--- src/rtl/swrl_pkg.sv ---
// Shared types and constants for the sliding-window rate limiter.
// No dependencies; swrl_ctrl and the top level in rtl/ import this package.
`timescale 1ns / 1ps
`default_nettype none

package swrl_pkg;

  localparam int NOW_W     = 32;
  localparam int WINDOW_W  = 32;
  localparam int MAXCNT_W  = 5;
  localparam int CHAN_W    = 3;
  localparam int HELD_W    = 5;
  localparam int SLACK_W   = 16;

  localparam logic [SLACK_W-1:0] SLACK_RESET = 16'd10;

  localparam int HISTORY_DEPTH_DEFAULT = 16;
  localparam int CHANNEL_COUNT_DEFAULT = 5;

  // out-of-range channels land here (death effect), or on the last channel
  localparam int FALLBACK_CHANNEL = 3;

  typedef struct packed {
    logic [NOW_W-1:0]    now;
    logic [WINDOW_W-1:0] window;
    logic [MAXCNT_W-1:0] max_count;
    logic [CHAN_W-1:0]   channel;
  } in_beat_t;

  typedef struct packed {
    logic              pass;
    logic [HELD_W-1:0] held_count;
  } out_beat_t;

endpackage

`default_nettype wire

--- src/rtl/swrl_hist_mem.sv ---
// Timestamp history memory: one write port, one read port, registered read.
// Depends on nothing but its parameters.
`timescale 1ns / 1ps
`default_nettype none

module swrl_hist_mem #(
  parameter int WORDS  = 80,
  parameter int ADDR_W = 7,
  parameter int DATA_W = 32
) (
  input  wire logic              clk,
  input  wire logic              wr_en,
  input  wire logic [ADDR_W-1:0] wr_addr,
  input  wire logic [DATA_W-1:0] wr_data,
  input  wire logic              rd_en,
  input  wire logic [ADDR_W-1:0] rd_addr,
  output      logic [DATA_W-1:0] rd_data
);

  logic [DATA_W-1:0] ram_r [WORDS];
  logic [DATA_W-1:0] rd_data_r;

  always_ff @(posedge clk) begin
    if (wr_en) begin
      ram_r[wr_addr] <= wr_data;
    end
  end

  // read data holds until the next read
  always_ff @(posedge clk) begin
    if (rd_en) begin
      rd_data_r <= ram_r[rd_addr];
    end
  end

  assign rd_data = rd_data_r;

endmodule

`default_nettype wire

--- src/rtl/swrl_ctrl.sv ---
// Request sequencer: count table, backward-jump check, stale scan, append.
// Depends on swrl_pkg; drives the ports of swrl_hist_mem.
`timescale 1ns / 1ps
`default_nettype none

module swrl_ctrl #(
  parameter int HISTORY_DEPTH = swrl_pkg::HISTORY_DEPTH_DEFAULT,
  parameter int CHANNEL_COUNT = swrl_pkg::CHANNEL_COUNT_DEFAULT,
  parameter int ADDR_W        = 7
) (
  input  wire logic                         clk,
  input  wire logic                         rst_n,
  input  wire logic [swrl_pkg::SLACK_W-1:0] slack,
  input  wire logic                         in_valid,
  output      logic                         in_ready,
  input  wire swrl_pkg::in_beat_t           in_beat,
  output      logic                         res_valid,
  input  wire logic                         res_ready,
  output      swrl_pkg::out_beat_t          res_beat,
  output      logic                         rd_en,
  output      logic [ADDR_W-1:0]            rd_addr,
  input  wire logic [swrl_pkg::NOW_W-1:0]   rd_data,
  output      logic                         wr_en,
  output      logic [ADDR_W-1:0]            wr_addr,
  output      logic [swrl_pkg::NOW_W-1:0]   wr_data
);

  import swrl_pkg::*;

  localparam int CNT_W = $clog2(HISTORY_DEPTH + 1);
  localparam int IDX_W = (HISTORY_DEPTH > 1) ? $clog2(HISTORY_DEPTH) : 1;
  localparam int CH_W  = (CHANNEL_COUNT > 1) ? $clog2(CHANNEL_COUNT) : 1;

  localparam logic [2:0] S_IDLE = 3'd0;
  localparam logic [2:0] S_JUMP = 3'd1;
  localparam logic [2:0] S_CHK  = 3'd2;
  localparam logic [2:0] S_MOVE = 3'd3;
  localparam logic [2:0] S_FIN  = 3'd4;

  logic [2:0]          state_r, state_nxt;
  logic [NOW_W-1:0]    now_r, now_nxt;
  logic [WINDOW_W-1:0] win_r, win_nxt;
  logic [CNT_W-1:0]    lim_r, lim_nxt;
  logic [CH_W-1:0]     ch_r, ch_nxt;
  logic [ADDR_W-1:0]   base_r, base_nxt;
  logic                en_r, en_nxt;
  logic [CNT_W-1:0]    cnt_r, cnt_nxt;
  logic [IDX_W-1:0]    idx_r, idx_nxt;
  logic [CNT_W-1:0]    cnt_tab_r [CHANNEL_COUNT];

  logic [CH_W-1:0]     ch_sel;
  logic [ADDR_W-1:0]   base_sel;
  logic [CNT_W-1:0]    cnt_in;
  logic [CNT_W-1:0]    cnt_in_dec;
  logic [CNT_W-1:0]    cnt_dec;
  logic [IDX_W-1:0]    top_idx;
  logic [IDX_W-1:0]    rd_idx;
  logic [IDX_W-1:0]    wr_idx;
  logic [NOW_W:0]      age;
  logic                stale;
  logic                jump;
  logic                append;
  logic                tab_we;
  logic [CNT_W-1:0]    cnt_fin;

  // channel fold for out-of-range numbers
  always_comb begin
    if (32'(in_beat.channel) < CHANNEL_COUNT) begin
      ch_sel = CH_W'(in_beat.channel);
    end else if (FALLBACK_CHANNEL < CHANNEL_COUNT) begin
      ch_sel = CH_W'(FALLBACK_CHANNEL);
    end else begin
      ch_sel = CH_W'(CHANNEL_COUNT - 1);
    end
  end

  assign base_sel   = ADDR_W'(32'(ch_sel) * HISTORY_DEPTH);
  assign cnt_in     = cnt_tab_r[ch_sel];
  assign cnt_in_dec = cnt_in - CNT_W'(1);
  assign cnt_dec    = cnt_r - CNT_W'(1);
  assign top_idx    = cnt_dec[IDX_W-1:0];

  // signed age: an entry later than now is never stale
  assign age   = {1'b0, now_r} - {1'b0, rd_data};
  assign stale = !age[NOW_W] && (age[NOW_W-1:0] > win_r);
  assign jump  = ({1'b0, now_r} + (NOW_W+1)'(slack)) < {1'b0, rd_data};

  assign append  = en_r && (cnt_r < lim_r);
  assign cnt_fin = append ? cnt_r + CNT_W'(1) : cnt_r;

  always_comb begin
    state_nxt = state_r;
    now_nxt   = now_r;
    win_nxt   = win_r;
    lim_nxt   = lim_r;
    ch_nxt    = ch_r;
    base_nxt  = base_r;
    en_nxt    = en_r;
    cnt_nxt   = cnt_r;
    idx_nxt   = idx_r;
    rd_en     = 1'b0;
    rd_idx    = idx_r;
    wr_en     = 1'b0;
    wr_idx    = idx_r;
    wr_data   = now_r;
    tab_we    = 1'b0;
    unique case (state_r)
      S_IDLE: begin
        if (in_valid) begin
          now_nxt  = in_beat.now;
          win_nxt  = in_beat.window;
          lim_nxt  = (32'(in_beat.max_count) > HISTORY_DEPTH) ?
                     CNT_W'(HISTORY_DEPTH) : CNT_W'(in_beat.max_count);
          ch_nxt   = ch_sel;
          base_nxt = base_sel;
          en_nxt   = (in_beat.window != '0) && (in_beat.max_count != '0);
          cnt_nxt  = cnt_in;
          if (en_nxt && (cnt_in != '0)) begin
            rd_en     = 1'b1;
            rd_idx    = cnt_in_dec[IDX_W-1:0];
            state_nxt = S_JUMP;
          end else begin
            state_nxt = S_FIN;
          end
        end
      end
      S_JUMP: begin
        // rd_data is the last entry, which is also the first one scanned
        if (jump) begin
          cnt_nxt   = '0;
          state_nxt = S_FIN;
        end else begin
          idx_nxt   = top_idx;
          state_nxt = S_CHK;
        end
      end
      S_CHK: begin
        if (stale && (idx_r != top_idx)) begin
          rd_en     = 1'b1;
          rd_idx    = top_idx;
          state_nxt = S_MOVE;
        end else begin
          if (stale) begin
            cnt_nxt = cnt_dec;
          end
          if (idx_r == '0) begin
            state_nxt = S_FIN;
          end else begin
            idx_nxt   = idx_r - IDX_W'(1);
            rd_en     = 1'b1;
            rd_idx    = idx_r - IDX_W'(1);
            state_nxt = S_CHK;
          end
        end
      end
      S_MOVE: begin
        // last entry fills the stale slot; next read is a lower address
        wr_en   = 1'b1;
        wr_idx  = idx_r;
        wr_data = rd_data;
        cnt_nxt = cnt_dec;
        if (idx_r == '0) begin
          state_nxt = S_FIN;
        end else begin
          idx_nxt   = idx_r - IDX_W'(1);
          rd_en     = 1'b1;
          rd_idx    = idx_r - IDX_W'(1);
          state_nxt = S_CHK;
        end
      end
      S_FIN: begin
        if (res_ready) begin
          wr_en     = append;
          wr_idx    = cnt_r[IDX_W-1:0];
          wr_data   = now_r;
          tab_we    = en_r;
          cnt_nxt   = cnt_fin;
          state_nxt = S_IDLE;
        end
      end
      default: begin
        state_nxt = S_IDLE;
      end
    endcase
  end

  assign rd_addr = ((state_r == S_IDLE) ? base_sel : base_r) + ADDR_W'(rd_idx);
  assign wr_addr = base_r + ADDR_W'(wr_idx);

  assign in_ready            = (state_r == S_IDLE);
  assign res_valid           = (state_r == S_FIN);
  assign res_beat.pass       = !en_r || append;
  assign res_beat.held_count = HELD_W'(cnt_fin);

  always_ff @(posedge clk) begin
    if (!rst_n) begin
      state_r <= S_IDLE;
      for (int k = 0; k < CHANNEL_COUNT; k++) begin
        cnt_tab_r[k] <= '0;
      end
    end else begin
      state_r <= state_nxt;
      if (tab_we) begin
        cnt_tab_r[ch_r] <= cnt_fin;
      end
    end
  end

  always_ff @(posedge clk) begin
    now_r  <= now_nxt;
    win_r  <= win_nxt;
    lim_r  <= lim_nxt;
    ch_r   <= ch_nxt;
    base_r <= base_nxt;
    en_r   <= en_nxt;
    cnt_r  <= cnt_nxt;
    idx_r  <= idx_nxt;
  end

  a_no_rw_clash: assert property (@(posedge clk) disable iff (!rst_n)
    (rd_en && wr_en) |-> (rd_addr != wr_addr))
    else $error("history read and write hit the same entry");

  a_cnt_bound: assert property (@(posedge clk) disable iff (!rst_n)
    (state_r != S_IDLE) |-> (32'(cnt_r) <= HISTORY_DEPTH))
    else $error("history count above depth");

  a_move_read: assert property (@(posedge clk) disable iff (!rst_n)
    (state_r == S_MOVE) |-> $past(rd_en))
    else $error("move without a read of the last entry");

  a_fin_done: assert property (@(posedge clk) disable iff (!rst_n)
    (res_valid && res_ready) |=> (state_r == S_IDLE))
    else $error("sequencer did not return to idle after a result");

  a_append_room: assert property (@(posedge clk) disable iff (!rst_n)
    (res_valid && res_ready && append) |-> (cnt_r < lim_r))
    else $error("append beyond the limit");

endmodule

`default_nettype wire

--- src/rtl/sliding_window_rate_limiter_core.sv ---
// Top level of the sliding-window rate limiter: config register, result
// register, sequencer and history memory. Depends on swrl_pkg, swrl_ctrl, swrl_hist_mem.
`timescale 1ns / 1ps
`default_nettype none

// Per-channel sliding-window event limiter. Each in_ beat carries a time stamp,
// a window, a max count and a channel; one out_ beat comes back per request
// with pass and the channel's history size afterwards. A zero window or zero
// max count passes the request and leaves all history alone. Time stamps live
// in one single-port-read memory of CHANNEL_COUNT x HISTORY_DEPTH words; the
// per-channel counts are flops cleared by reset, so no clearing pass runs and
// the block takes requests right out of reset. Requests are handled one at a
// time and the memory read port sets the pace: a disabled request, or one on
// an empty channel, goes straight to its result; otherwise the sequencer reads
// the last entry for the backward-jump check and, unless time jumped back,
// scans each stored entry, moving the last entry into each stale slot. A finished
// beat sits in the output register, so the next request can be accepted while
// out_stall holds the previous result. reverse_slack (cfg_wr_data, reset 10)
// should be written only while no request is in flight.
module sliding_window_rate_limiter_core #(
  parameter int HISTORY_DEPTH = swrl_pkg::HISTORY_DEPTH_DEFAULT,
  parameter int CHANNEL_COUNT = swrl_pkg::CHANNEL_COUNT_DEFAULT
) (
  input  wire logic                         clk,
  input  wire logic                         rst_n,
  input  wire logic                         cfg_wr_en,
  input  wire logic [swrl_pkg::SLACK_W-1:0] cfg_wr_data,
  input  wire logic                         in_valid,
  output      logic                         in_stall,
  input  wire swrl_pkg::in_beat_t           in_beat,
  output      logic                         out_valid,
  input  wire logic                         out_stall,
  output      swrl_pkg::out_beat_t          out_beat
);

  import swrl_pkg::*;

  localparam int WORDS  = CHANNEL_COUNT * HISTORY_DEPTH;
  localparam int ADDR_W = (WORDS > 1) ? $clog2(WORDS) : 1;

  logic [SLACK_W-1:0] slack_r;
  logic               out_valid_r;
  out_beat_t          out_beat_r;

  logic               in_ready;
  logic               res_valid;
  logic               res_ready;
  out_beat_t          res_beat;

  logic               rd_en;
  logic [ADDR_W-1:0]  rd_addr;
  logic [NOW_W-1:0]   rd_data;
  logic               wr_en;
  logic [ADDR_W-1:0]  wr_addr;
  logic [NOW_W-1:0]   wr_data;

  // backward-jump tolerance
  always_ff @(posedge clk) begin
    if (!rst_n) begin
      slack_r <= SLACK_RESET;
    end else if (cfg_wr_en) begin
      slack_r <= cfg_wr_data;
    end
  end

  // result register: refills in the same cycle the held beat drains
  assign res_ready = !out_valid_r || !out_stall;

  always_ff @(posedge clk) begin
    if (!rst_n) begin
      out_valid_r <= 1'b0;
    end else if (res_valid && res_ready) begin
      out_valid_r <= 1'b1;
    end else if (!out_stall) begin
      out_valid_r <= 1'b0;
    end
  end

  always_ff @(posedge clk) begin
    if (res_valid && res_ready) begin
      out_beat_r <= res_beat;
    end
  end

  assign in_stall  = !in_ready;
  assign out_valid = out_valid_r;
  assign out_beat  = out_beat_r;

  swrl_ctrl #(
    .HISTORY_DEPTH (HISTORY_DEPTH),
    .CHANNEL_COUNT (CHANNEL_COUNT),
    .ADDR_W        (ADDR_W)
  ) u_ctrl (
    .clk       (clk),
    .rst_n     (rst_n),
    .slack     (slack_r),
    .in_valid  (in_valid),
    .in_ready  (in_ready),
    .in_beat   (in_beat),
    .res_valid (res_valid),
    .res_ready (res_ready),
    .res_beat  (res_beat),
    .rd_en     (rd_en),
    .rd_addr   (rd_addr),
    .rd_data   (rd_data),
    .wr_en     (wr_en),
    .wr_addr   (wr_addr),
    .wr_data   (wr_data)
  );

  swrl_hist_mem #(
    .WORDS  (WORDS),
    .ADDR_W (ADDR_W),
    .DATA_W (NOW_W)
  ) u_hist_mem (
    .clk     (clk),
    .wr_en   (wr_en),
    .wr_addr (wr_addr),
    .wr_data (wr_data),
    .rd_en   (rd_en),
    .rd_addr (rd_addr),
    .rd_data (rd_data)
  );

endmodule

`default_nettype wire

--- config.mk ---
export PLATFORM = sky130hd
export DESIGN_NAME = sliding_window_rate_limiter_core
export DESIGN_NICKNAME = d
export VERILOG_FILES = /design/src/rtl/swrl_pkg.sv /design/src/rtl/swrl_hist_mem.sv /design/src/rtl/swrl_ctrl.sv /design/src/rtl/sliding_window_rate_limiter_core.sv
export SDC_FILE = /design/constraint.sdc
export NUM_CORES = 2
export LEC_CHECK = 0
export ABC_AREA = 1
export BUFFER_PORTS_ARGS = -buffer_cell sky130_fd_sc_hd__clkbuf_2
export CAP_MARGIN = 10
export CORE_MARGIN = 8
export CORE_UTILIZATION = 60
export DETAILED_ROUTE_END_ITERATION = 8
export PLACE_DENSITY = 0.74
export SLEW_MARGIN = 10
export SYNTH_ARGS = -nofsm -noshare
export SYNTH_HDL_FRONTEND = slang
export SYNTH_SLANG_ARGS = --single-unit
--- constraint.sdc ---
create_clock -name clk -period 6.3 [get_ports clk]
set_input_delay 1.89 -clock clk [delete_from_list [all_inputs] [get_ports clk]]
set_output_delay 1.89 -clock clk [all_outputs]
set_load 0.005 [all_outputs]
==> run_results.csv <==
group,metric,value,unit
floorplanning,die_area,206000,um^2
cts,cts-root-buf,"clkbuf_16",
finish,final_nets,10500,
logic_synthesis,synth.net_count,9834,
logic_synthesis,syn_area_per_cell,12.0,um^2
routing,drc,0,
worst_setup_path,critical_path_class,"reg2reg",
grt,grt_pass1_vias,84700,
floorplanning,rows,161,
cts,htree_levels,5,
job,cap_violations,0,
routing,met1_length,123,mm
placed_design,portBuffers,100,
routing,drt_iter0_markers,14900,
floorplanning,io_pins,101,
logic_synthesis,ys_ff_latch,2727,
timing,rsz0062_at_grt,"yes",
worst_setup_path,cp_common_cell,"nand2_1",
logic_synthesis,synthTopCellsByArea,"edfxtp_1, nand3_1, nand2_1",
grt,grt_overflow,0,
routing,wl,371,mm
cts,path_clk_slew,0.06,ns
finish,n_fill_cell,11900,
logic_synthesis,synth_most_common_cell,"nand3_1",
logic_synthesis,seq_area_frac_synth,70.9,%
logic_synthesis,synth_edf_count,2707,
worst_setup_path,cp-start-kind,"register",
cts,numCtsBuffers,284,
cts,cts_hold_buf,0,
timing,min_period_over_period,104,%
logic_synthesis,synth_common_cells,"nand3_1, edfxtp_1, nand2_1",
floorplanning,dieHeight,454,um
logic_synthesis,ys_types,56,
routing,ant_nets,0,
routing,viasPerCell,6.69,
worst_setup_path,cp_max_fo,13,
logic_synthesis,syn_area,115000,um^2
status,status,"complete, but fails checks",
placed_design,dp_hpwl,205,mm
routing,wl_met3,46.3,mm
logic_synthesis,yosys.area.top_type,"edfxtp_1",
worst_setup_path,max_stage_delay,0.55,ns
placed_design,place_area,124000,um^2
floorplanning,die_w,454,um
placed_design,place.gp.congestion,0.950,
finish,fin_area,138000,um^2
worst_setup_path,critPathArrivalTime,7.21,ns
routing,highest_layer,"met4",
timing,worst_slew_pin_slew,1.37,ns
finish,area_delta_synth_final,19.9,%
grt,grt_pass1_wl,532,mm
logic_synthesis,yosysTopAreaCellShare,70.5,%
timing,setup_tns,-5.98,ns
timing,timing.fmax,0.153,GHz
cts,cts.sinks,2727,
placed_design,dp.cells,12400,
timing,setup_ws,-0.233,ns
grt,grt_max_degree,130,
routing,drt_first_pass_iters,9,
cts,cts.path.max_buffers,4,
logic_synthesis,netlist_instances,9619,
logic_synthesis,ys.flop_type,"edfxtp_1",
worst_setup_path,worstPathRequired,6.98,ns
timing,max-slew-margin-rel,8.56,%
timing,finalMaxSlewViolations,0,
hold_path,hp-class,"reg2reg",
grt,grt_usage,34.5,%
status,failed_checks,"setup timing",
timing,skew,0.0512,ns
floorplanning,coreArea,192000,um^2
timing,layout_min_cycle_time,6.53,ns
logic_synthesis,ys_warn_count,0,
worst_setup_path,slowest_stage,"edfxtp_1",
finish,drive_gt1_share,18.8,%
finish,fin_util,72.0,%
floorplanning,initial_core_util,60.1,%
cts,tritoncts,"yes",
routing,vias,87000,
logic_synthesis,async_reset_ff_share,0,%
grt,antenna_found_initial,10,
cts,clkLatencyLatePin,0.96,ns
worst_setup_path,cp-end-kind,"register",
finish,final_cells,13000,
routing,routedWlPerCell,28.5,um
timing,finalSetupViolCount,32,
routing,wl_met2,172,mm
timing,finalHoldViolations,0,
[logic make-up (layout without fill, tap and decap cells)]
logic type      count (synthesis)  in the layout  share of synthesized area [%]
compound gates                620            620                           2.96
xor+xnor                       68             68                          0.523
fa+ha+maj                     122            122                           1.34
buf+inv                       874           1728                           3.73
flops                        2727           2727                           70.9
other cells                     0              3                              0
simple gates                 5208           5209                           20.6
[path summary, 6_finish.rpt]
check | end | cells past startpoint | slack [ns] | from
max | u_hist_mem.rd_data[23]$_DFFE_PP_ | 43 | -0.23 | u_hist_mem.rd_data[4]$_DFFE_PP_
min | out_valid$_SDFFE_PN0P_ | 2 | 0.53 | out_valid$_SDFFE_PN0P_
max reg2reg | u_hist_mem.rd_data[23]$_DFFE_PP_ | 43 | -0.23 | u_hist_mem.rd_data[4]$_DFFE_PP_
min reg2reg | out_valid$_SDFFE_PN0P_ | 2 | 0.53 | out_valid$_SDFFE_PN0P_
[flip-flops by register name (all words and copies together) (netlist names)]
name,cells
u_ctrl.ch_r,3
u_hist_mem.ram_r,2560
out_beat,6
u_ctrl.en_r,1
u_hist_mem.rd_data,32
u_ctrl.now_r,32
u_ctrl.cnt_r,5
out_valid,1
u_ctrl.state_r,3
u_ctrl.lim_r,5
u_ctrl.win_r,32
slack_r,16
u_ctrl.cnt_tab_r,27
u_ctrl.idx_r,4
[cells in the final DEF (no fill, tap or decap), types with 7 or more instances in the layout]
master	Yosys	layout
clkbuf_2	0	100
xnor2_1	24	24
nand2_1	1728	1697
buf_16	0	49
nor3_1	15	12
clkinv_2	0	28
nand2_2	6	27
or2_2	42	42
clkbuf_16	0	300
or2_0	88	87
a21oi_1	86	75
dfxtp_1	20	20
nand2_4	1	8
bufinv_16	0	11
buf_8	0	15
o21ai_4	1	38
o21ai_0	319	259
nand3_1	2924	2588
edfxtp_1	2707	2707
inv_6	0	7
buf_12	0	125
nand3_4	1	67
o22ai_1	130	126
clkbuf_1	197	76
xor2_1	43	42
nand3b_1	7	7
a21oi_2	0	8
buf_6	37	81
nand4_1	23	23
inv_2	11	9
o21ai_1	35	57
ha_1	120	117
clkinv_1	0	55
buf_4	103	635
nor2_4	1	85
bufbuf_16	0	21
nor2_1	356	271
inv_1	209	205
nand3_2	1	271
[per-layer routing]
layer,global-route usage (%),vias up
li1,-,36400
met1,43.3,42000
met2,54.0,7108
met3,7.40,1516
met4,24.1,0
met5,0,-
[worst max-delay path, delay by kind of cell, from the launching register on]
family                   cells  cell delay [ns]
AO/OA/AOI/OAI               11             1.53
XOR/XNOR                     1             0.17
AND/OR/NAND/NOR             21             2.33
adder cells (fa/ha/maj)      2             0.53
flip-flops                   1             0.55
buffers and inverters        8             1.13
[timing repair]
action | in CTS | in global routing
pin swaps | 113 | 100
setup endpoints to repair | 32 | 32
gates cloned | 41 | 8
resized for setup | 476 | 234
setup buffers | 101 | 17
[layout make-up]
class	count	area (um^2)	share of cell area [%]
antenna	3	7.51	0.00543
clock buffer	369	7610	5.51
clock inverter	102	759	0.550
inverter	220	861	0.623
multi-input combinational	6019	32900	23.8
sequential	2727	81700	59.1
tap	2526	3160	2.29
timing repair buffer	1035	11100	8.07
timing repair inverter	2	15.0	0.0109
[stage by stage]
| step | setup slack (ns) | hold slack, ns |
|---|---|---|
| 3_3_place_gp | -1.17 | 0.517 |
| 6_report | -0.233 | 0.529 |
| 4_1_cts | -0.123 | 0.538 |
| 3_5_place_dp | -1.16 | 0.518 |
| 5_1_grt | -0.481 | 0.564 |
| 2_1_floorplan | 0.423 | 0.435 |
Power is left out: the tool's default activity adds up to more than one toggle a clock period on the data nets, which glitch-free logic cannot reach.
